<file path="config.mk">
export PLATFORM = sky130hd
export DESIGN_NAME = hsv_color_vote_classifier
export DESIGN_NICKNAME = d
export VERILOG_FILES = /design/src/sv/hcv_pkg.sv /design/src/sv/hcv_div.sv /design/src/sv/hcv_datapath.sv /design/src/sv/hcv_ctrl.sv /design/src/sv/hsv_color_vote_classifier.sv
export SDC_FILE = /design/constraint.sdc
export NUM_CORES = 1
export LEC_CHECK = 0
export BUFFER_PORTS_ARGS = -buffer_cell sky130_fd_sc_hd__buf_2
export CAP_MARGIN = 20
export CORE_MARGIN = 2
export CORE_UTILIZATION = 63
export DETAILED_ROUTE_END_ITERATION = 8
export PLACE_DENSITY = 0.86
export SYNTH_ARGS = -nofsm -noshare
export SYNTH_HDL_FRONTEND = slang
export SYNTH_SLANG_ARGS = --single-unit
</file>
<file path="constraint.sdc">
create_clock -name clk -period 13.4 [get_ports clk]
set_clock_uncertainty 0.05 [all_clocks]
set_input_delay 0.67 -clock clk [delete_from_list [all_inputs] [get_ports clk]]
set_output_delay 0.67 -clock clk [all_outputs]
set_load 0.1 [all_outputs]
</file>
<file path="src/sv/hcv_pkg.sv">
// Package for the HSV color vote classifier: types, constants, register codes.
// No dependencies.
`default_nettype none
package hcv_pkg;
    localparam int unsigned TallyWidth = 17;
    localparam int unsigned RegWidth   = 24;
    localparam int unsigned NumRegs    = 6;
    localparam int unsigned DefMaxBoxPixels = 65536;

    typedef enum logic [2:0] {
        REG_RED_LO = 3'd0, REG_RED_HI = 3'd1, REG_YEL_LO = 3'd2,
        REG_YEL_HI = 3'd3, REG_GRN_LO = 3'd4, REG_GRN_HI = 3'd5
    } reg_idx_t;

    typedef enum logic [1:0] {
        COLOR_NONE = 2'd0, COLOR_RED = 2'd1, COLOR_YELLOW = 2'd2, COLOR_GREEN = 2'd3
    } color_t;

    localparam logic [RegWidth-1:0] RED_LO_RST = 24'h0045F6;
    localparam logic [RegWidth-1:0] RED_HI_RST = 24'h0BE0FF;
    localparam logic [RegWidth-1:0] YEL_LO_RST = 24'h1E90A8;
    localparam logic [RegWidth-1:0] YEL_HI_RST = 24'h25E8FF;
    localparam logic [RegWidth-1:0] GRN_LO_RST = 24'h337AF0;
    localparam logic [RegWidth-1:0] GRN_HI_RST = 24'h43EEFF;

    typedef enum logic [2:0] {
        ST_IDLE, ST_MINMAX, ST_DIV_S, ST_DIV_H, ST_MATCH, ST_OUT
    } state_t;

    // controller -> datapath
    typedef struct packed {
        logic load;
        logic div_start_s;
        logic div_start_h;
        logic do_match;
        logic emit;
    } cmd_t;

    // datapath -> controller
    typedef struct packed {
        logic div_done;
        logic last;
    } sts_t;
endpackage
`default_nettype wire

</file>
<file path="src/sv/hcv_div.sv">
// Restoring divider, one quotient bit per cycle; done pulses once the quotient is final.
// Depends on nothing.
`default_nettype none
module hcv_div (
    input  wire logic        clk,
    input  wire logic        rst_n,
    input  wire logic        start,
    input  wire logic [16:0] num,
    input  wire logic [9:0]  den,
    output logic [16:0]      quo,
    output logic             done
);
    logic [16:0] q_reg, q_next;
    logic [9:0]  r_reg, r_next;
    logic [9:0]  den_reg, den_next;
    logic [4:0]  cnt_reg, cnt_next;
    logic        busy_reg, busy_next;
    logic        done_reg, done_next;
    logic [10:0] trial;

    always_comb
    begin
        q_next = q_reg; r_next = r_reg; den_next = den_reg;
        cnt_next = cnt_reg; busy_next = busy_reg;
        done_next = 1'b0;
        trial = {r_reg, q_reg[16]};
        if (start)
        begin
            q_next = num; r_next = '0; den_next = den;
            cnt_next = 5'd17; busy_next = 1'b1;
        end
        else if (busy_reg)
        begin
            // remainder stays below den, so 10 bits hold it
            if (trial >= {1'b0, den_reg})
            begin
                r_next = 10'(trial - {1'b0, den_reg});
                q_next = {q_reg[15:0], 1'b1};
            end
            else
            begin
                r_next = trial[9:0];
                q_next = {q_reg[15:0], 1'b0};
            end
            cnt_next = cnt_reg - 5'd1;
            if (cnt_reg == 5'd1)
            begin
                busy_next = 1'b0;
                done_next = 1'b1;
            end
        end
    end

    always_ff @(posedge clk or negedge rst_n)
    begin
        if (!rst_n)
        begin
            busy_reg <= 1'b0;
            done_reg <= 1'b0;
            cnt_reg  <= '0;
        end
        else
        begin
            busy_reg <= busy_next;
            done_reg <= done_next;
            cnt_reg  <= cnt_next;
        end
    end

    always_ff @(posedge clk)
    begin
        q_reg   <= q_next;
        r_reg   <= r_next;
        den_reg <= den_next;
    end

    assign quo  = q_reg;
    assign done = done_reg;
endmodule
`default_nettype wire

</file>
<file path="src/sv/hcv_datapath.sv">
// Datapath: pixel capture, HSV conversion, window test, tallies, result register.
// Depends on hcv_pkg and hcv_div.
`default_nettype none
module hcv_datapath #(
    parameter int unsigned MAX_BOX_PIXELS = hcv_pkg::DefMaxBoxPixels
) (
    input  wire logic                   clk,
    input  wire logic                   rst_n,
    input  wire hcv_pkg::cmd_t          cmd,
    output hcv_pkg::sts_t               sts,
    input  wire logic [39:0]            in_data,
    input  wire logic                   in_last,
    input  wire logic                   cfg_we,
    input  wire logic [2:0]             cfg_idx,
    input  wire logic [23:0]            cfg_data,
    output logic [15:0]                 out_box_id,
    output logic [1:0]                  out_color,
    output logic [16:0]                 out_red,
    output logic [16:0]                 out_yellow,
    output logic [16:0]                 out_green
);
    import hcv_pkg::*;

    localparam int unsigned CapRaw = (MAX_BOX_PIXELS > 131071) ? 131071 : MAX_BOX_PIXELS;
    localparam logic [TallyWidth-1:0] Cap = TallyWidth'(CapRaw);

    logic [23:0] cfg_reg [NumRegs];
    logic [7:0]  r_reg, g_reg, b_reg, v_reg, d_reg, s_reg;
    logic [15:0] id_reg;
    logic        last_reg;
    logic [10:0] n_reg;
    logic [16:0] red_reg, yel_reg, grn_reg;
    logic [16:0] red_next, yel_next, grn_next;

    logic [7:0]  mx, mn, dm;
    logic [10:0] n_calc;
    logic [16:0] div_num;
    logic [9:0]  div_den;
    logic [16:0] quo;
    logic        div_done;
    logic [7:0]  hue;
    logic        m_red, m_yel, m_grn;
    logic [1:0]  color;

    function automatic logic in_win(input logic [7:0] h, input logic [7:0] s,
                                    input logic [7:0] v, input logic [23:0] lo,
                                    input logic [23:0] hi);
        in_win = h >= lo[23:16] && h <= hi[23:16] && s >= lo[15:8] && s <= hi[15:8]
              && v >= lo[7:0] && v <= hi[7:0];
    endfunction

    always_comb
    begin
        mx = r_reg;
        if (g_reg > mx) mx = g_reg;
        if (b_reg > mx) mx = b_reg;
        mn = r_reg;
        if (g_reg < mn) mn = g_reg;
        if (b_reg < mn) mn = b_reg;
    end

    assign dm = mx - mn;

    // hue numerator index n in 0..6d, kept as 11 bits
    always_comb
    begin
        if (v_reg == r_reg)
            n_calc = (g_reg >= b_reg) ? {3'b0, g_reg - b_reg}
                   : 11'({3'b0, g_reg} + 11'd6 * {3'b0, d_reg} - {3'b0, b_reg});
        else if (v_reg == g_reg)
            n_calc = 11'({3'b0, b_reg} + 11'd2 * {3'b0, d_reg} - {3'b0, r_reg});
        else
            n_calc = 11'({3'b0, r_reg} + 11'd4 * {3'b0, d_reg} - {3'b0, g_reg});
    end

    // saturation operands come straight from min/max; v_reg and d_reg load on the same edge
    always_comb
    begin
        if (cmd.div_start_s)
        begin
            div_num = 17'd510 * {9'b0, dm} + {9'b0, mx};
            div_den = {1'b0, mx, 1'b0};
        end
        else
        begin
            div_num = 17'd60 * {6'b0, n_reg} + {9'b0, d_reg};
            div_den = {1'b0, d_reg, 1'b0};
        end
    end

    hcv_div u_div (
        .clk(clk), .rst_n(rst_n),
        .start(cmd.div_start_s | cmd.div_start_h),
        .num(div_num), .den(div_den), .quo(quo), .done(div_done)
    );

    assign hue = (d_reg == 8'd0) ? 8'd0
               : (quo[7:0] >= 8'd180 ? quo[7:0] - 8'd180 : quo[7:0]);

    assign m_red = in_win(hue, s_reg, v_reg, cfg_reg[REG_RED_LO], cfg_reg[REG_RED_HI]);
    assign m_yel = in_win(hue, s_reg, v_reg, cfg_reg[REG_YEL_LO], cfg_reg[REG_YEL_HI]);
    assign m_grn = in_win(hue, s_reg, v_reg, cfg_reg[REG_GRN_LO], cfg_reg[REG_GRN_HI]);

    always_comb
    begin
        red_next = red_reg; yel_next = yel_reg; grn_next = grn_reg;
        if (cmd.do_match)
        begin
            if (m_red && red_reg < Cap) red_next = red_reg + 17'd1;
            if (m_yel && yel_reg < Cap) yel_next = yel_reg + 17'd1;
            if (m_grn && grn_reg < Cap) grn_next = grn_reg + 17'd1;
        end
        if (cmd.emit)
        begin
            red_next = '0; yel_next = '0; grn_next = '0;
        end
    end

    always_comb
    begin
        if (red_reg > yel_reg && red_reg > grn_reg)      color = COLOR_RED;
        else if (yel_reg > red_reg && yel_reg > grn_reg) color = COLOR_YELLOW;
        else if (grn_reg > red_reg && grn_reg > yel_reg) color = COLOR_GREEN;
        else                                             color = COLOR_NONE;
    end

    always_ff @(posedge clk or negedge rst_n)
    begin
        if (!rst_n)
        begin
            cfg_reg[REG_RED_LO] <= RED_LO_RST;
            cfg_reg[REG_RED_HI] <= RED_HI_RST;
            cfg_reg[REG_YEL_LO] <= YEL_LO_RST;
            cfg_reg[REG_YEL_HI] <= YEL_HI_RST;
            cfg_reg[REG_GRN_LO] <= GRN_LO_RST;
            cfg_reg[REG_GRN_HI] <= GRN_HI_RST;
            red_reg <= '0; yel_reg <= '0; grn_reg <= '0;
        end
        else
        begin
            if (cfg_we && cfg_idx <= REG_GRN_HI) cfg_reg[cfg_idx] <= cfg_data;
            red_reg <= red_next; yel_reg <= yel_next; grn_reg <= grn_next;
        end
    end

    always_ff @(posedge clk)
    begin
        if (cmd.load)
        begin
            b_reg <= in_data[7:0]; g_reg <= in_data[15:8]; r_reg <= in_data[23:16];
            id_reg <= in_data[39:24]; last_reg <= in_last;
        end
        if (cmd.div_start_s)
        begin
            v_reg <= mx; d_reg <= dm;
        end
        // first cycle after minmax: S division runs, capture n
        n_reg <= n_calc;
        if (div_done && !cmd.div_start_h && !cmd.do_match)
            s_reg <= (v_reg == 8'd0) ? 8'd0 : quo[7:0];
        if (cmd.emit)
        begin
            out_box_id <= id_reg; out_color <= color;
            out_red <= red_reg; out_yellow <= yel_reg; out_green <= grn_reg;
        end
    end

    assign sts.div_done = div_done;
    assign sts.last     = last_reg;
endmodule
`default_nettype wire

</file>
<file path="src/sv/hcv_ctrl.sv">
// Controller state machine sequencing one pixel through the datapath.
// Depends on hcv_pkg.
`default_nettype none
module hcv_ctrl (
    input  wire logic          clk,
    input  wire logic          rst_n,
    input  wire logic          in_valid,
    output logic               in_ready,
    output logic               out_valid,
    input  wire logic          out_ready,
    output hcv_pkg::cmd_t      cmd,
    input  wire hcv_pkg::sts_t sts
);
    import hcv_pkg::*;

    state_t state_reg, state_next;
    logic   ov_reg, ov_next;

    always_comb
    begin
        state_next = state_reg;
        ov_next = ov_reg;
        cmd = '0;
        in_ready = 1'b0;
        if (ov_reg && out_ready) ov_next = 1'b0;
        case (state_reg)
            ST_IDLE:
            begin
                in_ready = 1'b1;
                if (in_valid)
                begin
                    cmd.load = 1'b1;
                    state_next = ST_MINMAX;
                end
            end
            ST_MINMAX:
            begin
                cmd.div_start_s = 1'b1;
                state_next = ST_DIV_S;
            end
            ST_DIV_S:
                if (sts.div_done) state_next = ST_DIV_H;
            ST_DIV_H:
            begin
                cmd.div_start_h = 1'b1;
                state_next = ST_MATCH;
            end
            ST_MATCH:
                if (sts.div_done)
                begin
                    cmd.do_match = 1'b1;
                    state_next = sts.last ? ST_OUT : ST_IDLE;
                end
            ST_OUT:
                if (!ov_reg || out_ready)
                begin
                    cmd.emit = 1'b1;
                    ov_next = 1'b1;
                    state_next = ST_IDLE;
                end
            default: state_next = ST_IDLE;
        endcase
    end

    always_ff @(posedge clk or negedge rst_n)
    begin
        if (!rst_n)
        begin
            state_reg <= ST_IDLE;
            ov_reg <= 1'b0;
        end
        else
        begin
            state_reg <= state_next;
            ov_reg <= ov_next;
        end
    end

    assign out_valid = ov_reg;

    a_emit_room: assert property (@(posedge clk) disable iff (!rst_n)
        cmd.emit |-> (!ov_reg || out_ready)) else $error("result overwritten");
    a_ready_idle: assert property (@(posedge clk) disable iff (!rst_n)
        in_ready |-> state_reg == ST_IDLE) else $error("ready outside idle");
    a_emit_valid: assert property (@(posedge clk) disable iff (!rst_n)
        cmd.emit |=> out_valid) else $error("emit lost");
endmodule
`default_nettype wire

</file>
<file path="src/sv/hsv_color_vote_classifier.sv">
// Top level of the HSV color vote classifier.
// Depends on hcv_pkg, hcv_ctrl, hcv_datapath, hcv_div.
// Each pixel passes through these steps: an accept cycle, a min/max cycle that starts the
// saturation division, a wait until that 17-step division on the shared
// bit-serial divider reports done, a cycle to start the hue division and a wait
// until it is done, the window test and tally update falling in the cycle it reports done.
// A box's last pixel then passes through an output state that loads the result register,
// and waits there while an earlier result is still unaccepted.
// The result register lets the next pixel be taken while a result waits.
`default_nettype none
module hsv_color_vote_classifier #(
    parameter int unsigned MAX_BOX_PIXELS = hcv_pkg::DefMaxBoxPixels
) (
    input  wire logic        clk,
    input  wire logic        rst_n,
    input  wire logic        s_axis_tvalid,
    output logic             s_axis_tready,
    input  wire logic [39:0] s_axis_tdata,  // pixel_blue, pixel_green, pixel_red, box_id
    input  wire logic        s_axis_tlast,  // last_pixel
    output logic             m_axis_tvalid,
    input  wire logic        m_axis_tready,
    output logic [71:0]      m_axis_tdata,  // result_box_id, light_color, red, yellow, green
    input  wire logic        cfg_we,
    input  wire logic [2:0]  cfg_index,
    input  wire logic [23:0] cfg_data
);
    import hcv_pkg::*;

    cmd_t cmd;
    sts_t sts;
    logic [15:0] box_id;
    logic [1:0]  color;
    logic [16:0] rc, yc, gc;

    hcv_ctrl u_ctrl (
        .clk(clk), .rst_n(rst_n),
        .in_valid(s_axis_tvalid), .in_ready(s_axis_tready),
        .out_valid(m_axis_tvalid), .out_ready(m_axis_tready),
        .cmd(cmd), .sts(sts)
    );

    hcv_datapath #(.MAX_BOX_PIXELS(MAX_BOX_PIXELS)) u_dp (
        .clk(clk), .rst_n(rst_n), .cmd(cmd), .sts(sts),
        .in_data(s_axis_tdata), .in_last(s_axis_tlast),
        .cfg_we(cfg_we), .cfg_idx(cfg_index), .cfg_data(cfg_data),
        .out_box_id(box_id), .out_color(color),
        .out_red(rc), .out_yellow(yc), .out_green(gc)
    );

    assign m_axis_tdata = {3'b0, gc, yc, rc, color, box_id};
endmodule
`default_nettype wire
</file>
==> impl_metrics.tcl <==
set metrics [dict create \
    outcome "complete, no violations" \
    power.leakage_nw 13.4 \
    fin_setup_tns_ns 0 \
    grt_pass1_wl_um 107000 \
    hold_buffers 0 \
    synth-seq-cells 386 \
    cts.sinks 386 \
    boundaryPins 147 \
    p_seq_share_pct 47.4 \
    antenna_found_initial 1 \
    drive_above_1_share_pct 14.4 \
    p_int_w 0.00220 \
    tightest_slew_ns 1.06 \
    synthXorXnorAreaFrac_pct 5.55 \
    p_clk_share_pct 40.2 \
    synth.yosys.warnings 0 \
    die_area_um2 44300 \
    synth_area_um2 26800 \
    fill_cells 2955 \
    finalCritPeriodShare_pct 90.5 \
    cp.required_ns 13.68 \
    synth_adder_area_share_pct 21.4 \
    drv_slew 0 \
    cpPeakStageDelay_ns 0.68 \
    post-route-drc-count 0 \
    end_kind "register" \
    mostFrequentLayoutCell "ha_1" \
    drt-vias-per-instance 6.01 \
    io_buffers 143 \
    final_util_pct 70.4 \
    rsz0062_at_grt "false" \
    critPathLaunchType "register" \
    drtIter0Drc 1359 \
    grt_pass1_vias 21224 \
    routabilityCongestion 0.938 \
    r2r-start "u_dp.g_reg[1]$_DFFE_PP_" \
    p_sw_w 0.000738 \
    fin_ws_ns 1.27 \
    slew_headroom_pct 29.6 \
    netSwitchingFraction_pct 25.1 \
    insertion_delay_ns 0.57 \
    grt_max_degree 124 \
    dieWidth_um 210 \
    layout_min_cycle_time_ns 12.13 \
    path_class "register to register" \
    synthSimpleGateAreaFrac_pct 10.8 \
    post-dp-hpwl_um 49200 \
    fp.dieH_um 210 \
    post_cts_buffers 0 \
    synth_cells 2648 \
    antenna_left 0 \
    coreArea_um2 42000 \
    synth_edf_count 159 \
    startpoint "u_dp.g_reg[1]$_DFFE_PP_" \
    async_flop_share_pct 53.4 \
    cts_tree "done" \
    start_util_pct 63.9 \
    clk_path_buf_depth 3 \
    routed-via-count 20236 \
    syn_area_per_cell_um2 10.1 \
    combPwrFrac_pct 12.4 \
    cp_top_family "compound AO/OA/AOI/OAI gates" \
    preCtsSetupSlack_ns 1.40 \
    cts_made_buffers 42 \
    p_per_area_nw_per_um2 99.3 \
    cp_data_arrival_time_ns 12.41 \
    area_delta_synth_final_pct 10.2 \
    hold_class "input port to asynchronous set/reset pin" \
    synth_compound_area_share_pct 13.6 \
    path_buf_inv 5 \
    finalNetCount 3285 \
    timing.fmax_mhz 82.4 \
    slowest_stage "nor2_1" \
    synth.distinct_cells 85 \
    grt_overflow 0 \
    grt_use_total_pct 30.5 \
    wl_per_cell_um 19.9 \
    peakVddDrop_mv 0.0774 \
    largest_reg_flops 144 \
    first_pass_iters 5 \
    crit_fanout 23 \
    clkTransAtPathRegs_ns 0.06 \
    synth_top_family_by_area "adder cells" \
    ys.flop_type "edfxtp_1" \
    finalSetupViolCount 0 \
    hold_viol_final 0 \
    rows 75 \
    final_cell_mix "ha_1 (353), inv_1 (330), nand2_1 (188)" \
    clockRootBuffer "clkbuf_16" \
    muxShareOfSynthArea_pct 4.23 \
    h-tree-depth 2 \
    ys_seq_area_share_pct 38.9 \
    cts_resized 0 \
    drt_wl_total_um 66900 \
    max_cap_violations 0 \
]
==> power groups by stage <==
stage,Sequential [W],Combinational [W],Clock [W]
6_report,0.00139,0.000366,0.00118
5_1_grt,0.00140,0.000418,0.00124
4_1_cts,0.00139,0.000364,0.00119
3_5_place_dp,0.00141,0.000354,0
3_3_place_gp,0.00140,0.000326,0
2_1_floorplan,0.00140,0.000249,0
==> through the flow <==
| step | total power [W] | hold slack, ns | cells | cell area [µm²] |
|---|---|---|---|---|
| finish | 0.00294 | 0.112 | 3369 | 29600 |
| global route | 0.00305 | 0.204 | 3368 | 29600 |
| CTS | 0.00295 | 0.196 | 3365 | 29500 |
| detailed placement | 0.00176 | 0.360 | 3289 | 28200 |
| global placement | 0.00173 | 0.350 | 3289 | 28200 |
| floorplan | 0.00165 | 0.324 | 2650 | 26900 |
==> logic make-up after synthesis <==
logic type	after synthesis
xor gates and xnor gates	170
adders and majority gates	422
AOI/OAI and AO/OA	583
other	1
muxes	104
buffers and inverters	390
DFF	386
and+or+nand+nor	592
==> synthesized netlist by cell type, drive strengths merged, types with 5 or more instances <==
library cell / n / share of area [%]
ha: 353 / 16
inv: 331 / 4.6
nand2: 189 / 2.7
o21ai: 188 / 3.5
edfxtp: 159 / 18
a21oi: 148 / 2.8
nor2: 135 / 1.9
dfrtp: 129 / 12
a21o: 115 / 3.2
xnor2: 114 / 3.7
dfstp: 77 / 7.5
mux2: 73 / 3.1
fa: 63 / 4.7
xor2: 56 / 1.8
clkbuf: 50 / 0.70
nand2b: 44 / 1.0
nand3: 41 / 0.76
nor2b: 35 / 0.82
mux2i: 31 / 1.2
nand4: 29 / 0.68
a211oi: 23 / 0.64
nor3: 22 / 0.41
o21a: 22 / 0.62
dfxtp: 21 / 1.6
and3: 20 / 0.50
nor4: 19 / 0.58
o21bai: 18 / 0.50
and2: 16 / 0.37
or3: 13 / 0.30
or2: 10 / 0.23
o211ai: 9 / 0.25
a31oi: 8 / 0.21
buf: 8 / 0.19
and4: 6 / 0.20
maj3: 6 / 0.23
o22ai: 6 / 0.14
a221oi: 5 / 0.25
nor3b: 5 / 0.14
o221ai: 5 / 0.16
==> per-layer routing <==
layer | vias to the layer above | routed length (µm) | track usage, %
met5 | - | 0 | 0
met4 | 0 | 3740 | 16.8
met3 | 207 | 3220 | 3.81
met2 | 613 | 33200 | 53.3
met1 | 9901 | 26800 | 36.7
li1 | 9515 | - | -
==> area by class of cell <==
class                           instances  area [µm²]  area share [%]
Multi-Input combinational cell       1874       15000            50.5
Antenna cell                            2        5.00          0.0169
Tap cell                              539         674            2.28
Clock inverter                         17         161           0.545
Clock buffer                           59        1230            4.14
Timing Repair Buffer                  160         885            2.99
Inverter                              332        1250            4.21
Sequential cell                       386       10400            35.3
==> path summary, 6_finish.rpt <==
kind	slack, ns	to	cells past startpoint
worst max-delay path	1.27	u_dp.u_div.quo[16]$_DFFE_PP_	42
max in group asynchronous	11.71	u_dp.cfg_reg[77]$_DFFE_PN1P_	3
min in group clk	0.22	u_dp.id_reg[1]$_DFFE_PP_	1
worst min-delay path	0.11	u_dp.cfg_reg[141]$_DFFE_PN0P_	1
worst max register to register	1.27	u_dp.u_div.quo[16]$_DFFE_PP_	42
worst min register to register	0.38	u_dp.out_box_id[8]$_DFFE_PP_	0
(Power assumes the default switching activity.)
